==> config.mk <==
export PLATFORM = sky130hd
export DESIGN_NAME = hsd_stack_mem
export DESIGN_NICKNAME = d
export VERILOG_FILES = /design/src/rtl/core/hsd_pkg.sv /design/src/rtl/core/hsd_stack_mem.sv
export SDC_FILE = /design/constraint.sdc
export NUM_CORES = 2
export LEC_CHECK = 0
export BUFFER_PORTS_ARGS = -buffer_cell sky130_fd_sc_hd__buf_2
export CORE_UTILIZATION = 50
export CTS_CLUSTER_SIZE = 28
export DETAILED_ROUTE_END_ITERATION = 6
export PLACE_DENSITY_LB_ADDON = 0.1
export SYNTH_ARGS = -nofsm -noshare
export SYNTH_HDL_FRONTEND = slang
export SYNTH_SLANG_ARGS = --single-unit
export TNS_END_PERCENT = 5
==> constraint.sdc <==
create_clock -name aclk -period 7.42 [get_ports aclk]
set_clock_uncertainty 0.15 [all_clocks]
set_input_delay 2.226 -clock aclk [delete_from_list [all_inputs] [get_ports aclk]]
set_output_delay 2.226 -clock aclk [all_outputs]
set_load 0.03 [all_outputs]
==> src/rtl/core/hsd_pkg.sv <==
// Shared constants, codes and interface structs of the Huffman stream decoder.
`default_nettype none
package hsd_pkg;

    localparam int SYMBOLS    = 256;
    localparam int MAX_NODES  = 511;
    localparam int COUNT_BITS = 32;

    localparam int NODE_W   = $clog2(MAX_NODES);
    localparam int NODES_W  = $clog2(MAX_NODES + 1);
    localparam int CHILD_W  = NODE_W + 1;
    localparam int DEPTH_W  = $clog2(SYMBOLS + 1);
    localparam int STACK_AW = $clog2(SYMBOLS);

    typedef enum logic [1:0] {
        PH_FLAG,
        PH_SYMBOL,
        PH_DATA,
        PH_HALT
    } phase_t;

    typedef enum logic [2:0] {
        ST_IDLE,
        ST_BIT,
        ST_POP,
        ST_DINFO,
        ST_DCHILD,
        ST_DLEAF,
        ST_FLUSH
    } state_t;

    typedef struct packed {
        logic       leaf;
        logic [7:0] sym;
    } node_info_t;

    typedef struct packed {
        logic        left_done;
        logic [NODE_W-1:0] idx;
    } stack_entry_t;

    typedef struct packed {
        logic              we;
        logic [NODE_W-1:0] waddr;
        node_info_t        wdata;
        logic              re;
        logic [NODE_W-1:0] raddr;
    } info_req_t;

    typedef struct packed {
        logic               we;
        logic [CHILD_W-1:0] waddr;
        logic [NODE_W-1:0]  wdata;
        logic               re;
        logic [CHILD_W-1:0] raddr;
    } child_req_t;

    typedef struct packed {
        logic                we;
        logic [STACK_AW-1:0] waddr;
        stack_entry_t        wdata;
        logic                re;
        logic [STACK_AW-1:0] raddr;
    } stack_req_t;

    typedef struct packed {
        logic       push;
        logic       flush;
        logic [7:0] sym;
        logic       done;
        logic       err;
    } rb_ctrl_t;

    typedef struct packed {
        logic push_ok;
        logic flush_ok;
    } rb_stat_t;

endpackage
`default_nettype wire

==> src/rtl/core/hsd_stack_mem.sv <==
// Parent stack storage: entries below the cached top of stack.
`default_nettype none
module hsd_stack_mem (
    input  wire                   aclk,
    input  hsd_pkg::stack_req_t   req,
    output hsd_pkg::stack_entry_t rdata
);
    hsd_pkg::stack_entry_t mem [0:hsd_pkg::SYMBOLS-1];

    always_ff @(posedge aclk) begin
        if (req.we) begin
            mem[req.waddr] <= req.wdata;
        end
        if (req.re) begin
            rdata <= mem[req.raddr];
        end
    end
endmodule
`default_nettype wire

==> results.md <==
* Vias/cell at 6.35
* Adder-Cell Fraction of Synth Area at 0%
* Initial DRC count at 5719
* Num Clock Sinks at 2570
* Synth area leaders: edfxtp_1 78%, mux4_2 11%, mux2i_1 2.1%
* R2R depth at 6
* Number of CTS-inserted buffers at 284
* Filler cells at 14826
* Post-synth ARST share at 0%
* Worst-Skew Late Latency at 0.92 ns
* Yosys cell types at 52
* Relative slew slack at 4.48%
* First-pass GRT wire length at 376000 um
* RSZ-0062 raised after global routing: false
* Yosys warns at 0
* Fin Setup TNS at 0 ns
* Syn_nets at 4671
* Syn-to-layout area delta at 12.3%
* Num ports at 39
* Critical Path Source Type: input port
* Pwr Density at 276 nW/um^2
* Starting Density at 50.3%
* Max Root-Sink Buffers at 4
* Via count at 48987
* Remaining Overflow, GRT at 0
* DRT Pass-1 Iters at 6
* Crit path DAT at 5.94 ns
* CTS tree: done
* Post-synth EDFFs at 2570
* Yosys top cell by area: edfxtp_1
* DR WL/cell at 34.5 um
* Clock-pin transition on the worst setup and hold timing paths at 0.06 ns
* DIE AREA at 200000 sq um
* Mux contribution to synthesized area at 14.4%
* Cts hold-fix bufs at 0
* Simple-gate area share of the yosys netlist at 2.32%
* Xor and xnor area share after synthesis at 0%
* Max-Cap Viols at 0
* Fin nets at 4913
* Post-CTS Resized at 0
* Complex-gate fraction of the synthesized area at 3.70%
* Slew Viols, Final at 0
* Sequential fraction of the synthesis area at 77.7%
* Multi-input logic area at 20400 sq um
* H-tree levels at 5
* Chip width at 448 um
* Root Buffer Master: clkbuf_16
* Leak pwr at 34.8 nW
* Synth Instances at 4642
* Hold Crit Depth at 6
* Core Area at 197000 sq um
* Worst min path class: reg2reg
* Fraction of final layout cells sized beyond drive strength 1 at 22.2%
* Final Hold Viols at 0
* Worst setup path class: in2reg
* # rows at 163
* Number of routed nets with antenna violations at 0
* Status: finished, final reports clean
* Reg area at 77200 sq um
* Placed Cells at 7238
* CP Data Required Time at 7.90 ns
* VDD IR max at 0.000232 V
* Synthesized flop and latch total at 2570
* Final setup violation count at 0
* Yosys top cell area share at 77.7%
* GPL Wtd Cong at 0.887
* I/O Buffers at 38
* Synth Flop Type: edfxtp_1
* Tmin final at 5.46 ns
* Pin count of the biggest net entering global routing at 193
* Post-CTS Setup Bufs at 0
* Final std cells w/o fill at 7711
* Post-DP HPWL at 159000 um
* Commonest cells post-synth: 2570 x edfxtp_1, 495 x mux4_2, 292 x nor2_1
* Fin crit share at 73.6%
* Syn avg cell area at 21.4 sq um
* Fmax achieved at 0.183 GHz
* DRC errors left at 0
* Slew @ Worst Pin at 1.43 ns
* CP max FO at 31
* Gr usage total at 26.9%
* Mapped cell area at 99400 sq um
* Largest family of logic cells by synthesized area: multiplexers
* Vert. Die Dim at 448 um
* Critical Path End Type: flop
* Initial antenna violation count at 16
* Cell with the most instances after synthesis: edfxtp_1
* Vias in the first global route at 48570
* Drt total wl at 266000 um
## per-stage QoR
step	util, %	hold slack (ns)	cell area [sq um]	power (mW)	worst slack, ns
6_report	56.5	1.02	112000	30.8	1.96
5_1_grt	56.5	1.05	112000	31.5	1.91
4_1_cts	56.5	1.01	112000	30.9	2.00
3_5_place_dp	52.2	1.00	103000	17.9	1.05
3_3_place_gp	52.2	1.01	103000	17.8	1.03
2_1_floorplan	-	0.724	99400	17.1	2.96
## worst max-delay path, cell delays in order
cell,delay (ns)
buf_8,0.47
buf_12,0.28
buf_4,0.33
mux4_2,0.57
a22oi_1,0.39
a21oi_1,0.12
nor4_1,1.04
buf_4,0.30
nor3_2,0.05
## kinds of logic after synthesis
group,count (synthesis)
muxes,746
DFF,2570
and+or+nand+nor,514
buffers and inverters,287
AOI/OAI and AO/OA,525
## routing by layer
layer	vias to the layer above	routed length (um)	track usage, %	share of wire, %
met5	-	12	0	0.0045
met4	2	7470	7.60	2.8
met3	429	21700	5.72	8.2
met2	2097	126000	41.7	47
met1	26361	111000	38.7	42
li1	20098	-	-	-
## registers in the layout, summed over array words and instances, names as in the netlist
name   flops
mem     2560
rdata     10
## cell usage in the layout (no fill, tap or decap), types with 8 or more instances in the layout
cell type / n
nand2b_1: 11
mux4_1: 41
bufinv_16: 18
nor2_1: 290
o22ai_1: 57
a211oi_1: 10
o32ai_1: 11
nand4_1: 11
nor2b_1: 20
edfxtp_1: 2570
buf_12: 25
mux2i_1: 210
o221ai_1: 40
a221oi_1: 15
buf_8: 12
nor4_1: 27
diode_2: 8
o21a_1: 8
o21ai_0: 12
a21oi_1: 113
clkbuf_1: 54
clkbuf_16: 291
or2_2: 8
a311oi_1: 9
a31oi_1: 11
a22o_1: 13
clkinv_2: 41
buf_2: 25
clkinv_1: 52
o22a_1: 8
nand2_1: 45
mux4_2: 495
buf_4: 178
a22oi_1: 191
nand3_1: 36
nor3_1: 32
o211ai_1: 8
## report_power, final
group | internal [mW] | switching [mW] | leakage [nW]
clock network | 7.74 | 5.47 | 4.17
registers | 16.0 | 0.0262 | 23.1
logic | 0.479 | 1.03 | 7.54
total | 24.2 | 6.52 | 34.8
## area by class of cell
| class | instances | share of cell area (%) |
|---|---|---|
| well taps | 2640 | 2.96 |
| repair buffers | 240 | 1.92 |
| flip-flops and latches | 2570 | 69.2 |
| inverters | 3 | 0.0101 |
| diodes | 8 | 0.0179 |
| clock inverters | 120 | 0.910 |
| clock buffers | 345 | 6.71 |
| multi-input cells | 1785 | 18.3 |
## path summary, 6_finish.rpt
check / from / end / slack, ns
setup / recovery: req[0] / rdata[6] / 1.96
hold / removal: mem[11][1] / rdata[1] / 1.02
setup reg to reg: mem[244][6] / rdata[6] / 4.24
hold reg to reg: mem[11][1] / rdata[1] / 1.02
Note: power is estimated with default switching activity, not from simulation.
