`src/rtl/core/hsd_pkg.sv`:
```
// Shared constants, codes and interface structs of the Huffman stream decoder.
`default_nettype none
package hsd_pkg;

    localparam int SYMBOLS    = 256;
    localparam int MAX_NODES  = 511;
    localparam int COUNT_BITS = 32;

    localparam int NODE_W   = $clog2(MAX_NODES);
    localparam int NODES_W  = $clog2(MAX_NODES + 1);
    localparam int CHILD_W  = NODE_W + 1;
    localparam int DEPTH_W  = $clog2(SYMBOLS + 1);
    localparam int STACK_AW = $clog2(SYMBOLS);

    typedef enum logic [1:0] {
        PH_FLAG,
        PH_SYMBOL,
        PH_DATA,
        PH_HALT
    } phase_t;

    typedef enum logic [2:0] {
        ST_IDLE,
        ST_BIT,
        ST_POP,
        ST_DINFO,
        ST_DCHILD,
        ST_DLEAF,
        ST_FLUSH
    } state_t;

    typedef struct packed {
        logic       leaf;
        logic [7:0] sym;
    } node_info_t;

    typedef struct packed {
        logic        left_done;
        logic [NODE_W-1:0] idx;
    } stack_entry_t;

    typedef struct packed {
        logic              we;
        logic [NODE_W-1:0] waddr;
        node_info_t        wdata;
        logic              re;
        logic [NODE_W-1:0] raddr;
    } info_req_t;

    typedef struct packed {
        logic               we;
        logic [CHILD_W-1:0] waddr;
        logic [NODE_W-1:0]  wdata;
        logic               re;
        logic [CHILD_W-1:0] raddr;
    } child_req_t;

    typedef struct packed {
        logic                we;
        logic [STACK_AW-1:0] waddr;
        stack_entry_t        wdata;
        logic                re;
        logic [STACK_AW-1:0] raddr;
    } stack_req_t;

    typedef struct packed {
        logic       push;
        logic       flush;
        logic [7:0] sym;
        logic       done;
        logic       err;
    } rb_ctrl_t;

    typedef struct packed {
        logic push_ok;
        logic flush_ok;
    } rb_stat_t;

endpackage
`default_nettype wire

```
`src/rtl/core/hsd_result_buf.sv`:
```
// Result buffer: holds one pending result until its last flag is known, plus the output slot.
`default_nettype none
module hsd_result_buf (
    input  wire               aclk,
    input  wire               aresetn,
    input  hsd_pkg::rb_ctrl_t ctrl,
    output hsd_pkg::rb_stat_t stat,
    output logic              m_valid,
    input  wire               m_ready,
    output logic [7:0]        m_symbol,
    output logic              m_last_of_byte,
    output logic              m_stream_done,
    output logic              m_header_error
);
    logic       pend_v_reg, pend_v_next;
    logic [7:0] pend_sym_reg;
    logic       pend_done_reg;
    logic       pend_err_reg;
    logic       out_v_reg, out_v_next;
    logic       out_free;
    logic       move;

    assign out_free      = !out_v_reg || m_ready;
    assign stat.push_ok  = !pend_v_reg || out_free;
    assign stat.flush_ok = !pend_v_reg || out_free;
    assign move          = pend_v_reg && (ctrl.push || ctrl.flush);

    always_comb begin
        out_v_next  = out_v_reg && !m_ready;
        pend_v_next = pend_v_reg;
        if (move) begin
            out_v_next = 1'b1;
        end
        if (ctrl.push) begin
            pend_v_next = 1'b1;
        end else if (ctrl.flush) begin
            pend_v_next = 1'b0;
        end
    end

    always_ff @(posedge aclk) begin
        if (!aresetn) begin
            pend_v_reg <= 1'b0;
            out_v_reg  <= 1'b0;
        end else begin
            pend_v_reg <= pend_v_next;
            out_v_reg  <= out_v_next;
        end
    end

    always_ff @(posedge aclk) begin
        if (move) begin
            m_symbol       <= pend_sym_reg;
            m_stream_done  <= pend_done_reg;
            m_header_error <= pend_err_reg;
            m_last_of_byte <= ctrl.flush;
        end
        if (ctrl.push) begin
            pend_sym_reg  <= ctrl.sym;
            pend_done_reg <= ctrl.done;
            pend_err_reg  <= ctrl.err;
        end
    end

    assign m_valid = out_v_reg;
endmodule
`default_nettype wire

```
`config.mk`:
```
export PLATFORM = sky130hd
export DESIGN_NAME = hsd_result_buf
export DESIGN_NICKNAME = d
export VERILOG_FILES = /design/src/rtl/core/hsd_pkg.sv /design/src/rtl/core/hsd_result_buf.sv
export SDC_FILE = /design/constraint.sdc
export NUM_CORES = 1
export LEC_CHECK = 0
export ABC_AREA = 1
export BUFFER_PORTS_ARGS = -buffer_cell sky130_fd_sc_hd__buf_2
export CORE_MARGIN = 2
export CORE_UTILIZATION = 45
export DETAILED_ROUTE_END_ITERATION = 16
export PLACE_DENSITY = 0.75
export REMOVE_ABC_BUFFERS = 1
export SETUP_SLACK_MARGIN = 0.2
export SLEW_MARGIN = 20
export SYNTH_ARGS = -nofsm -noshare
export SYNTH_HDL_FRONTEND = slang
export SYNTH_SLANG_ARGS = --single-unit
```
`constraint.sdc`:
```
create_clock -name aclk -period 3 [get_ports aclk]
set_input_delay 0.45 -clock aclk [delete_from_list [all_inputs] [get_ports aclk]]
set_output_delay 0.45 -clock aclk [all_outputs]
set_load 0.03 [all_outputs]
```
==> metrics.log <==
[metrics] outcome: complete, no violations
[metrics] GR Overflow Total: 0
[metrics] Seq/Total Area, Yosys: 92.10%
[metrics] final instance count without filler cells: 81
[metrics] total clock buffers created by CTS: 3
[metrics] worst ir drop on vdd: 287.6 uV
[metrics] min cycle time layout: 1.425 ns
[metrics] primary flip-flop cell chosen by synthesis mapping: edfxtp_1
[metrics] global-route total usage across every layer: 11.56%
[metrics] Avg Synthesized Cell Area: 21.42 um2
[metrics] violation count after the first detailed-routing iteration: 11
[metrics] setup_tns: 0 ns
[metrics] total setup buffers inserted after CTS: 0
[metrics] Hold Buf Count CTS: 0
[metrics] sinks on the clock net: 23
[metrics] period utilisation layout: 47.49%
[metrics] number of instances in the synthesized netlist: 34
[metrics] vertical die dimension: 44.23 um
[metrics] number of flops mapped to enable cells by yosys: 21
[metrics] Placed Cells: 77
[metrics] post-detailed-route count of antenna-violating nets: 0
[metrics] clock tree root driver cell: clkbuf_4
[metrics] cell with the largest stage delay on the worst path: dfxtp_1
[metrics] Clock Path Buffers: 2
[metrics] cell family with the largest share of critical-path delay: flip-flops
[metrics] dominant cell by count in the synthesized netlist: edfxtp_1
[metrics] Maximum Capacitance Violations: 0
[metrics] post-cts resize count: 0
[metrics] wire length of the first global-routing pass: 1490 um
[metrics] Post-Syn Area: 728.2 um2
[metrics] initial core utilization: 48.34%
[metrics] largest net degree at the start of global routing: 13
[metrics] Final Hold Viols: 0
[metrics] number of endpoints failing setup at the final stage: 0
[metrics] number of fill cells in the layout: 118
[metrics] setup repair after global routing missed its margin: false
[metrics] cells taking the most area after synthesis: edfxtp_1 (87%), dfxtp_1 (5.5%), inv_1 (2.1%)
[metrics] Critical Path Fanout Max: 3
[metrics] largest family of logic cells by synthesized area: compound AO/OA/AOI/OAI gates
[metrics] Die Footprint: 1956 um2
[metrics] largest stage delay on the critical path: 0.39 ns
[metrics] synthesized-area fraction occupied by xor and xnor cells: 0%
[metrics] final count of pins violating max slew: 0
[metrics] DPL Wire Length: 739.5 um
[metrics] count of buffering cells on the critical path with inverters included: 1
[metrics] worst-margin pin slew: 0.3818 ns
[metrics] antenna violations before repair: 0
[metrics] Yosys warning total: 0
[metrics] chain of cells forming the critical path: nand3_1, buf_2
[metrics] clock tree from TritonCTS: done
[metrics] ratio of cells with drive above 1 in the final layout: 50.77%
[metrics] number of antenna diodes: 0
[metrics] required time at the worst-slack endpoint: 2.55 ns
[metrics] wire length after detailed routing: 947 um
[metrics] Ports: 29
[metrics] Final Skew: 0.003982 ns
[metrics] endpoint arrival time on the critical path: 0.97 ns
[metrics] mux share of post-synthesis cell area: 0%
[metrics] via count of the first global-routing pass: 349
[metrics] Clock Latency Late Sink: 0.29 ns
[metrics] startpoint kind of the worst setup timing path: register
[metrics] share of synthesized cell area in and, or, nand and nor gates: 1.718%
[metrics] GP Congestion: 0.7609
[metrics] number of optimization iterations in the first detailed-route pass: 4
[metrics] synth-to-layout area growth: 24.57%
[metrics] Worst Path Class, Setup: reg -> out
[metrics] horizontal extent of the die: 44.23 um
[metrics] areal power density over the cells: 608.5 nW/um2
[metrics] area fraction of the dominant cell type after synthesis: 86.60%
[metrics] number of distinct library cells after synthesis: 10
[metrics] port buffer count: 28
[metrics] deepest level of the CTS H-tree: 1
[metrics] Max Clk Rate: 701.9 MHz
[metrics] cell types with the highest counts after synthesis: edfxtp_1 (21), inv_1 (4), dfxtp_1 (2)
[metrics] leakage power total: 0.3720 nW
[metrics] vias per inst: 4.580
[metrics] Post-synth ARST share: 0%
[metrics] adder and majority gate portion of the synthesized area: 0%
[metrics] library cell occupying the most area in the post-synthesis netlist: edfxtp_1
[metrics] fraction of the mapped netlist area in compound gates: 3.093%
[metrics] count of vias placed by the detailed router: 371
[metrics] CTS clk-pin slew, worst paths: 0.11 ns
[metrics] number of standard-cell rows in the floorplan: 14
[metrics] nets: 81
[metrics] area inside the core boundary: 1506 um2
[metrics] CP endpoint kind: output port
[metrics] #FFs+latches synth: 23
[metrics] Slew Limit Headroom: 74.52%
[metrics] Hold Crit Class: in -> reg
[metrics] WL per Instance: 11.69 um
[metrics] DRC Markers: 0
cells by family (layout without fill, tap and decap cells):
family | Yosys count | after routing
buf+inv | 5 | 36
compound gates | 3 | 3
flops | 23 | 23
simple gates | 3 | 3
layout make-up:
cell class	instances	area, um2	share of cell area, %
Multi-Input combinational cell	6	35.03	3.862
Timing Repair Buffer	28	140.1	15.45
Tap cell	16	20.02	2.207
Clock buffer	4	26.28	2.897
Sequential cell	23	670.6	73.93
Inverter	4	15.01	1.655
stage by stage:
stage,power [mW],setup WS [ns],hold slack [ns],util [%],area (um2)
5_1_grt,0.5753,1.500,0.2986,60.22,907.1
4_1_cts,0.5588,1.572,0.3150,60.22,907.1
3_5_place_dp,0.4308,1.521,0.4045,58.47,880.8
2_1_floorplan,0.4091,1.517,0.4003,-,720.7
3_3_place_gp,0.4290,1.570,0.4050,58.47,880.8
6_report,0.5519,1.575,0.3275,60.22,907.1
where the power goes:
part	total, mW	switching (mW)	internal [mW]
registers	0.378	0.00517	0.373
logic	0.0443	0.0306	0.0137
clock network	0.129	0.0776	0.0516
layout by cell type (no fill, tap or decap):
cell,n
clkbuf_4,3
buf_2,28
nor2_1,1
inv_1,4
nand2_1,1
o21ai_2,1
a21oi_2,1
a21oi_1,1
dfxtp_1,2
clkbuf_1,1
nand3_1,1
edfxtp_1,21
metal layers:
| metal | up-vias | part of all wire, % | GRT usage, % |
|---|---|---|---|
| li1 | 188 | - | - |
| met1 | 163 | 40 | 12.04 |
| met2 | 18 | 51 | 18.82 |
| met3 | 2 | 7.3 | 2.857 |
| met4 | 0 | 2.0 | 10.91 |
| met5 | - | 0 | 0 |
final timing paths:
| check | from | endpoint | slack [ns] | cells past startpoint |
|---|---|---|---|---|
| min reg2reg | pend_sym_reg[4]$_DFFE_PP_ | m_symbol[4]$_DFFE_PP_ | 0.43 | 0 |
| max | pend_v_reg$_SDFFE_PN0P_ | stat[1] | 1.58 | 2 |
| max reg2reg | pend_v_reg$_SDFFE_PN0P_ | m_symbol[0]$_DFFE_PP_ | 1.89 | 2 |
| min | ctrl[1] | pend_done_reg$_DFFE_PP_ | 0.33 | 1 |
No activity file was read; power rests on OpenSTA's default activity.
